==> src/design/uscal_pkg.sv <==
// ----------------------------------------------------------------------------
// uscal_pkg: shared constants for the Unix seconds to UTC calendar converter
// Reciprocal constants for the fixed divisors and the month offset table.
// ----------------------------------------------------------------------------
package uscal_pkg;

   // Field widths
   localparam int unsigned SecsW   = 32;
   localparam int unsigned DaysW   = 16;   // up to 49710 days
   localparam int unsigned SodW    = 17;   // second of day, below 86400
   localparam int unsigned DoeW    = 18;   // day of 400-year era, below 146097
   localparam int unsigned YoeW    = 9;    // year of era, below 400
   localparam int unsigned DoyW    = 9;    // day of March-based year, below 366
   localparam int unsigned YearW   = 12;
   localparam int unsigned MonthW  = 4;
   localparam int unsigned DayW    = 5;
   localparam int unsigned HourW   = 5;
   localparam int unsigned MinuteW = 6;
   localparam int unsigned SecondW = 6;
   localparam int unsigned MsecW   = 12;   // second of hour, below 3600

   // Calendar constants
   localparam logic [SodW-1:0] SecsPerDay     = 17'd86400;
   localparam logic [19:0]     EpochShift     = 20'd719468;
   localparam logic [19:0]     EraOneStart    = 20'd730485;  // five eras of days
   localparam logic [19:0]     EraZeroStart   = 20'd584388;  // four eras of days
   localparam logic [YearW-1:0] EraHiYear     = 12'd2000;
   localparam logic [YearW-1:0] EraLoYear     = 12'd1600;

   // Days divisor: secs >> 7 divided by 675 (86400 = 128 * 675)
   localparam int unsigned     DayShiftK = 35;
   localparam logic [25:0]     DayMagic  = 26'((64'd1 << 35) / 675 + 64'd1);

   // doe / 1460
   localparam int unsigned     D1460K    = 29;
   localparam logic [18:0]     D1460Mag  = 19'(((64'd1 << 29) + 64'd1459) / 1460);

   // n / 365
   localparam int unsigned     D365K     = 27;
   localparam logic [18:0]     D365Mag   = 19'(((64'd1 << 27) + 64'd364) / 365);

   // sod / 3600
   localparam int unsigned     D3600K    = 29;
   localparam logic [17:0]     D3600Mag  = 18'(((64'd1 << 29) + 64'd3599) / 3600);

   // msec / 60
   localparam int unsigned     D60K      = 18;
   localparam logic [12:0]     D60Mag    = 13'(((64'd1 << 18) + 64'd59) / 60);

   // (5 * doy + 2) / 153
   localparam int unsigned     D153K     = 19;
   localparam logic [11:0]     D153Mag   = 12'(((64'd1 << 19) + 64'd152) / 153);

   // First day of each March-based month within the year: (153 * mp + 2) / 5
   function automatic logic [DoyW-1:0] month_start(input logic [MonthW-1:0] mp);
      logic [DoyW-1:0] res;
      case (mp)
         4'd0:    res = 9'd0;
         4'd1:    res = 9'd31;
         4'd2:    res = 9'd61;
         4'd3:    res = 9'd92;
         4'd4:    res = 9'd122;
         4'd5:    res = 9'd153;
         4'd6:    res = 9'd184;
         4'd7:    res = 9'd214;
         4'd8:    res = 9'd245;
         4'd9:    res = 9'd275;
         4'd10:   res = 9'd306;
         4'd11:   res = 9'd337;
         default: res = 9'd0;
      endcase
      return res;
   endfunction

endpackage

==> src/design/uscal_date.sv <==
// ----------------------------------------------------------------------------
// uscal_date: day count to civil date
// Six-stage pipeline turning days since the epoch into year, month and day
// with the era / day-of-era method and a March-based internal year.
// ----------------------------------------------------------------------------
module uscal_date
   import uscal_pkg::*;
(
   input  logic               clock,
   input  logic [DaysW-1:0]   days,
   output logic [YearW-1:0]   year,
   output logic [MonthW-1:0]  month,
   output logic [DayW-1:0]    day
);

   // Stage 2: split into era and day of era
   logic [19:0]        z;
   logic               era_hi_in;
   logic [DoeW-1:0]    doe_in;
   logic [DoeW-1:0]    doe2_ff;
   logic               era2_ff;

   assign z         = 20'(days) + EpochShift;
   assign era_hi_in = (z >= EraOneStart);
   assign doe_in    = DoeW'(z - (era_hi_in ? EraOneStart : EraZeroStart));

   always_ff @(posedge clock) begin
      doe2_ff <= doe_in;
      era2_ff <= era_hi_in;
   end

   // Stage 3: remove leap days so that a plain divide by 365 gives the year
   logic [36:0]        p1460;
   logic [6:0]         q1460;
   logic [2:0]         q36524;
   logic               last_day;
   logic [DoeW-1:0]    n_in;
   logic [DoeW-1:0]    n3_ff;
   logic [DoeW-1:0]    doe3_ff;
   logic               era3_ff;

   assign p1460    = 37'(doe2_ff) * 37'(D1460Mag);
   assign q1460    = p1460[D1460K+6:D1460K];
   assign q36524   = 3'(doe2_ff >= 18'd36524) + 3'(doe2_ff >= 18'd73048)
                   + 3'(doe2_ff >= 18'd109572) + 3'(doe2_ff >= 18'd146096);
   assign last_day = (doe2_ff == 18'd146096);
   assign n_in     = doe2_ff - DoeW'(q1460) + DoeW'(q36524) - DoeW'(last_day);

   always_ff @(posedge clock) begin
      n3_ff   <= n_in;
      doe3_ff <= doe2_ff;
      era3_ff <= era2_ff;
   end

   // Stage 4: year of era
   logic [36:0]        p365;
   logic [YoeW-1:0]    yoe4_ff;
   logic [DoeW-1:0]    doe4_ff;
   logic               era4_ff;

   assign p365 = 37'(n3_ff) * 37'(D365Mag);

   always_ff @(posedge clock) begin
      yoe4_ff <= p365[D365K+YoeW-1:D365K];
      doe4_ff <= doe3_ff;
      era4_ff <= era3_ff;
   end

   // Stage 5: day of the March-based year
   logic [DoeW-1:0]    year_days;
   logic [1:0]         q100;
   logic [DoyW-1:0]    doy5_ff;
   logic [YoeW-1:0]    yoe5_ff;
   logic               era5_ff;

   assign q100      = 2'(yoe4_ff >= 9'd100) + 2'(yoe4_ff >= 9'd200)
                    + 2'(yoe4_ff >= 9'd300);
   assign year_days = 18'(yoe4_ff) * 18'd365 + 18'(yoe4_ff >> 2) - 18'(q100);

   always_ff @(posedge clock) begin
      doy5_ff <= DoyW'(doe4_ff - year_days);
      yoe5_ff <= yoe4_ff;
      era5_ff <= era4_ff;
   end

   // Stage 6: March-based month index
   logic [10:0]        mp_num;
   logic [22:0]        p153;
   logic [MonthW-1:0]  mp6_ff;
   logic [DoyW-1:0]    doy6_ff;
   logic [YoeW-1:0]    yoe6_ff;
   logic               era6_ff;

   assign mp_num = 11'(doy5_ff) * 11'd5 + 11'd2;
   assign p153   = 23'(mp_num) * 23'(D153Mag);

   always_ff @(posedge clock) begin
      mp6_ff  <= p153[D153K+MonthW-1:D153K];
      doy6_ff <= doy5_ff;
      yoe6_ff <= yoe5_ff;
      era6_ff <= era5_ff;
   end

   // Stage 7: calendar month, day and year, January and February roll forward
   logic [MonthW-1:0]  month_in;
   logic [DoyW-1:0]    dom;
   logic [YearW-1:0]   year_in;
   logic [YearW-1:0]   year_ff;
   logic [MonthW-1:0]  month_ff;
   logic [DayW-1:0]    day_ff;

   assign month_in = (mp6_ff < 4'd10) ? mp6_ff + 4'd3 : mp6_ff - 4'd9;
   assign dom      = doy6_ff - month_start(mp6_ff) + 9'd1;
   assign year_in  = 12'(yoe6_ff) + (era6_ff ? EraHiYear : EraLoYear)
                   + 12'(month_in <= 4'd2);

   always_ff @(posedge clock) begin
      year_ff  <= year_in;
      month_ff <= month_in;
      day_ff   <= dom[DayW-1:0];
   end

   assign year  = year_ff;
   assign month = month_ff;
   assign day   = day_ff;

endmodule

==> src/design/unix_seconds_to_utc_calendar.sv <==
// ----------------------------------------------------------------------------
// unix_seconds_to_utc_calendar: Unix seconds to UTC date and time
// The result strobe is raised together with the result fields, after the input
// register plus seven pipeline stages.
// Throughput: one beat per cycle; busy is never raised, the pipeline is fully
// overlapped and the receiver cannot stall it.
// Reset clears the valid chain only; no result is strobed until fresh input.
// ----------------------------------------------------------------------------
module unix_seconds_to_utc_calendar
   import uscal_pkg::*;
(
   input  logic               clock,
   input  logic               reset,
   input  logic               start,
   output logic               busy,
   input  logic [SecsW-1:0]   req_unix_seconds,
   output logic               rsp_valid,
   output logic [YearW-1:0]   rsp_year,
   output logic [MonthW-1:0]  rsp_month,
   output logic [DayW-1:0]    rsp_day,
   output logic [HourW-1:0]   rsp_hour,
   output logic [MinuteW-1:0] rsp_minute,
   output logic [SecondW-1:0] rsp_second
);

   localparam int unsigned Stages = 8;

   // Track beats down the pipeline
   logic [Stages-1:0]  vld_ff;
   logic [Stages-1:0]  vld_in;

   assign busy   = 1'b0;
   assign vld_in = {vld_ff[Stages-2:0], start};

   always_ff @(posedge clock) begin
      if (reset) begin
         vld_ff <= '0;
      end else begin
         vld_ff <= vld_in;
      end
   end

   // Stage 0: capture the timestamp
   logic [SecsW-1:0]   secs0_ff;

   always_ff @(posedge clock) begin
      secs0_ff <= req_unix_seconds;
   end

   // Stage 1: whole days
   logic [50:0]        pday;
   logic [DaysW-1:0]   days1_ff;
   logic [SecsW-1:0]   secs1_ff;

   assign pday = 51'(secs0_ff[SecsW-1:7]) * 51'(DayMagic);

   always_ff @(posedge clock) begin
      days1_ff <= pday[DayShiftK+DaysW-1:DayShiftK];
      secs1_ff <= secs0_ff;
   end

   // Stage 2: second of day
   logic [32:0]        day_secs;
   logic [SodW-1:0]    sod2_ff;

   assign day_secs = 33'(days1_ff) * 33'(SecsPerDay);

   always_ff @(posedge clock) begin
      sod2_ff <= SodW'(secs1_ff - day_secs[SecsW-1:0]);
   end

   // Stage 3: hour
   logic [34:0]        phour;
   logic [HourW-1:0]   hour3_ff;
   logic [SodW-1:0]    sod3_ff;

   assign phour = 35'(sod2_ff) * 35'(D3600Mag);

   always_ff @(posedge clock) begin
      hour3_ff <= phour[D3600K+HourW-1:D3600K];
      sod3_ff  <= sod2_ff;
   end

   // Stage 4: second of hour
   logic [SodW-1:0]    hour_secs;
   logic [MsecW-1:0]   msec4_ff;
   logic [HourW-1:0]   hour4_ff;

   assign hour_secs = SodW'(hour3_ff) * 17'd3600;

   always_ff @(posedge clock) begin
      msec4_ff <= MsecW'(sod3_ff - hour_secs);
      hour4_ff <= hour3_ff;
   end

   // Stage 5: minute
   logic [24:0]        pmin;
   logic [MinuteW-1:0] minute5_ff;
   logic [MsecW-1:0]   msec5_ff;
   logic [HourW-1:0]   hour5_ff;

   assign pmin = 25'(msec4_ff) * 25'(D60Mag);

   always_ff @(posedge clock) begin
      minute5_ff <= pmin[D60K+MinuteW-1:D60K];
      msec5_ff   <= msec4_ff;
      hour5_ff   <= hour4_ff;
   end

   // Stage 6: second
   logic [MsecW-1:0]   min_secs;
   logic [SecondW-1:0] second6_ff;
   logic [MinuteW-1:0] minute6_ff;
   logic [HourW-1:0]   hour6_ff;

   assign min_secs = MsecW'(minute5_ff) * 12'd60;

   always_ff @(posedge clock) begin
      second6_ff <= SecondW'(msec5_ff - min_secs);
      minute6_ff <= minute5_ff;
      hour6_ff   <= hour5_ff;
   end

   // Stage 7: result register for time of day
   logic [HourW-1:0]   hour7_ff;
   logic [MinuteW-1:0] minute7_ff;
   logic [SecondW-1:0] second7_ff;

   always_ff @(posedge clock) begin
      hour7_ff   <= hour6_ff;
      minute7_ff <= minute6_ff;
      second7_ff <= second6_ff;
   end

   // Date path, stages 2 through 7
   uscal_date u_date (
      .clock (clock),
      .days  (days1_ff),
      .year  (rsp_year),
      .month (rsp_month),
      .day   (rsp_day)
   );

   assign rsp_valid  = vld_ff[Stages-1];
   assign rsp_hour   = hour7_ff;
   assign rsp_minute = minute7_ff;
   assign rsp_second = second7_ff;

endmodule

==> config.mk <==
export PLATFORM = sky130hd
export DESIGN_NAME = unix_seconds_to_utc_calendar
export DESIGN_NICKNAME = d
export VERILOG_FILES = /design/src/design/uscal_pkg.sv /design/src/design/uscal_date.sv /design/src/design/unix_seconds_to_utc_calendar.sv
export SDC_FILE = /design/constraint.sdc
export NUM_CORES = 2
export LEC_CHECK = 0
export BUFFER_PORTS_ARGS = -buffer_cell sky130_fd_sc_hd__buf_2
export CAP_MARGIN = 25
export CORE_UTILIZATION = 50
export CTS_BUF_LIST = sky130_fd_sc_hd__clkbuf_8
export DETAILED_ROUTE_END_ITERATION = 12
export MAX_ROUTING_LAYER = met4
export PLACE_DENSITY = 0.69
export SLEW_MARGIN = 20
export SYNTH_ARGS = -nofsm -noshare
export SYNTH_HDL_FRONTEND = slang
export SYNTH_SLANG_ARGS = --single-unit
==> constraint.sdc <==
create_clock -name clock -period 18.5 [get_ports clock]
set_input_delay 4.625 -clock clock [delete_from_list [all_inputs] [get_ports clock]]
set_output_delay 4.625 -clock clock [all_outputs]
set_load 0.005 [all_outputs]
==> results.py <==
metrics = {
    "clock_tree": {
        "cts.clk_slew.worst_paths_ns": 0.07,
        "post_cts_buffers": 0,
        "holdBufCountCts": 0,
        "cts-root-buf": "clkbuf_8",
        "cts_resized": 0,
        "cts_tree": "yes",
        "htreeDepth": 2,
        "cts.sinks": 305,
        "cts-buffers-inserted": 55,
        "clock_latency_ns": 0.69,
        "cts_buffer_depth": 3,
    },
    "detailed_routing": {
        "drt-total-wl_um": 74500,
        "highest_layer": "met4",
        "wl_met2_um": 35800,
        "drt_pre_antenna_iters": 5,
        "drtIter0Drc": 793,
        "wl_met1_um": 34100,
        "wl_per_cell_um": 15.1,
        "ant_nets": 0,
        "drc": 0,
        "num_vias": 24500,
        "vias_per_cell": 4.97,
        "met3_length_um": 2590,
    },
    "setup_path": {
        "required_ns": 19.09,
        "cp_top_family": "adder cells",
        "critical_path_class": "reg -> reg",
        "slowest_stage": "dfxtp_1",
        "cp-start-kind": "flop",
        "cpMostUsedCell": "fa_1",
        "critPathBufInv": 6,
        "worstPathArrival_ns": 9.80,
        "crit_fanout": 10,
        "critPathMaxStageDelay_ns": 0.77,
        "end_kind": "flop",
    },
    "synth": {
        "synth_seq_cells": 305,
        "synth_flop_cell": "dfxtp_1",
        "syn-num-nets": 5348,
        "yosys_warnings": 0,
        "syn_inst": 3712,
        "yosysTopAreaCell": "ha_1",
        "synth_seq_area_share_pct": 15.5,
        "postSynthAreaPerCell_um2": 10.6,
        "synth_area_um2": 39300,
        "synth.area.top_cells": "ha_1 34%, fa_1 27%, dfxtp_1 16%",
        "synth_top_area_share_pct": 33.9,
        "yosysUniqueCellTypes": 67,
        "synth_edf_count": 0,
        "async_reset_ff_share_pct": 0,
    },
    "placement": {
        "dp_cells": 4828,
        "hpwl_um": 63800,
        "dpl-instance-area_um2": 41000,
        "gp_congestion": 0.904,
        "io_buffers": 73,
    },
    "timing": {
        "post-route-min-period_ns": 9.21,
        "relSlewSlack_pct": 36.8,
        "finalMaxSlewViolations": 0,
        "rsz0062_at_grt": "no",
        "finalCritPeriodShare_pct": 49.8,
        "final.setup.tns_ns": 0,
        "max_freq_mhz": 109,
        "finalHoldViolCount": 0,
        "setup_viol": 0,
        "skew_ns": 0.0375,
        "timing.hold.ws_ns": 0.293,
        "tightestPinTransition_ns": 0.947,
    },
    "layout": {
        "nNetsFinal": 5481,
        "design_area_um2": 42300,
        "area_growth_pct": 7.60,
        "final_cells": 4933,
        "drive_gt1_share_pct": 4.86,
    },
    "job": {
        "drv_cap": 0,
    },
    "grt": {
        "grt_pass1_vias": 26300,
        "antenna_found_initial": 1,
        "grt_usage_pct": 20.6,
        "overflow": 0,
        "grt_max_degree": 17,
        "grt_pass1_wl_um": 128000,
    },
    "worst_hold_path": {
        "hp-class": "reg -> reg",
    },
    "floorplan": {
        "start_util_pct": 50.7,
        "ios": 75,
        "row_count": 102,
        "die_width_um": 282,
        "dieArea_um2": 79700,
        "die_h_um": 282,
        "core-area_um2": 77600,
    },
    "run_status": {
        "status": "completed",
    },
}
## cell usage after synthesis (all sizes together), types with 15 or more instances
| cell type | number |
|---|---|
| xnor2 | 121 |
| ha | 1064 |
| nand2b | 28 |
| a21oi | 102 |
| inv | 935 |
| nor2b | 22 |
| nor3 | 34 |
| xor2 | 45 |
| a211oi | 21 |
| dfxtp | 305 |
| o21a | 21 |
| fa | 537 |
| nor2 | 75 |
| a21o | 46 |
| nand4 | 15 |
| o21ai | 71 |
| nand2 | 66 |
| nand3 | 29 |
## layer usage
layer / vias to the layer above / GRT usage (%)
met2: 340 / 34.8
met4: 0 / 5.59
met3: 125 / 2.91
met1: 11900 / 25.8
met5: - / -
li1: 12200 / -
## kinds of logic after synthesis
group	Yosys count	share of synthesized area (%)
simple gates	332	4.32
compound gates	366	6.13
xor+xnor	166	3.72
fa+ha+maj	1601	61.2
other cells	1	0.00954
mux	5	0.127
flops	305	15.5
buf+inv	936	8.95
## worst paths after layout
path	start	endpoint	slack (ns)	cells after the start
min reg2reg	u_date.doe3_ff[1]	u_date.doe4_ff[1]	0.29	0
max reg2reg	u_date.doe2_ff[14]	u_date.n3_ff[16]	9.29	31
max	u_date.doe2_ff[14]	u_date.n3_ff[16]	9.29	31
min	u_date.doe3_ff[1]	u_date.doe4_ff[1]	0.29	0
## registers in the layout, indices dropped and copies added (netlist names), 8 cells and up, named ones only
name            count
u_date.doe4_ff      9
u_date.doe2_ff     18
secs0_ff           32
u_date.yoe6_ff      9
u_date.doy5_ff      9
vld_ff              8
u_date.year        12
sod2_ff            17
u_date.yoe4_ff      9
u_date.yoe5_ff      9
secs1_ff           17
sod3_ff            12
u_date.n3_ff       18
days1_ff           16
msec4_ff           12
u_date.doe3_ff      9
## cell usage in the layout (no fill, tap or decap), drive strengths merged, types with 71 or more instances in the layout
| cell | netlist | final |
|---|---|---|
| a21oi | 102 | 102 |
| inv | 935 | 946 |
| nor2 | 75 | 75 |
| o21ai | 71 | 71 |
| dfxtp | 305 | 305 |
| ha | 1064 | 1064 |
| buf | 1 | 77 |
| xnor2 | 121 | 121 |
| fa | 537 | 537 |
## stage by stage
step	util (%)	worst slack, ns
after floorplan	-	10.46
after global placement	52.8	9.46
after detailed placement	52.8	9.26
after CTS	54.5	9.23
after global routing	54.5	8.57
final	54.5	9.29
## worst reg2reg max path, delay by kind of cell, from the launching register on
kind | cells | cell delay, ns
fa+ha+maj | 10 | 4.58
compound gates | 6 | 1.74
simple gates | 8 | 1.20
flops | 1 | 0.77
buf+inv | 6 | 0.62
xor+xnor | 1 | 0.22
## layout make-up
class                   instances  area, µm²
fillers                      6843      35300
multi-input cells            2471      29700
flip-flops and latches        305       6110
inverters                     935       3510
well taps                    1040       1300
clock buffers                  66        908
repair buffers                 77        395
clock inverters                37        387
diodes                          2       5.00
Power is left out: the tool's default activity adds up to more than one toggle a clock period on the data nets, which glitch-free logic cannot reach.
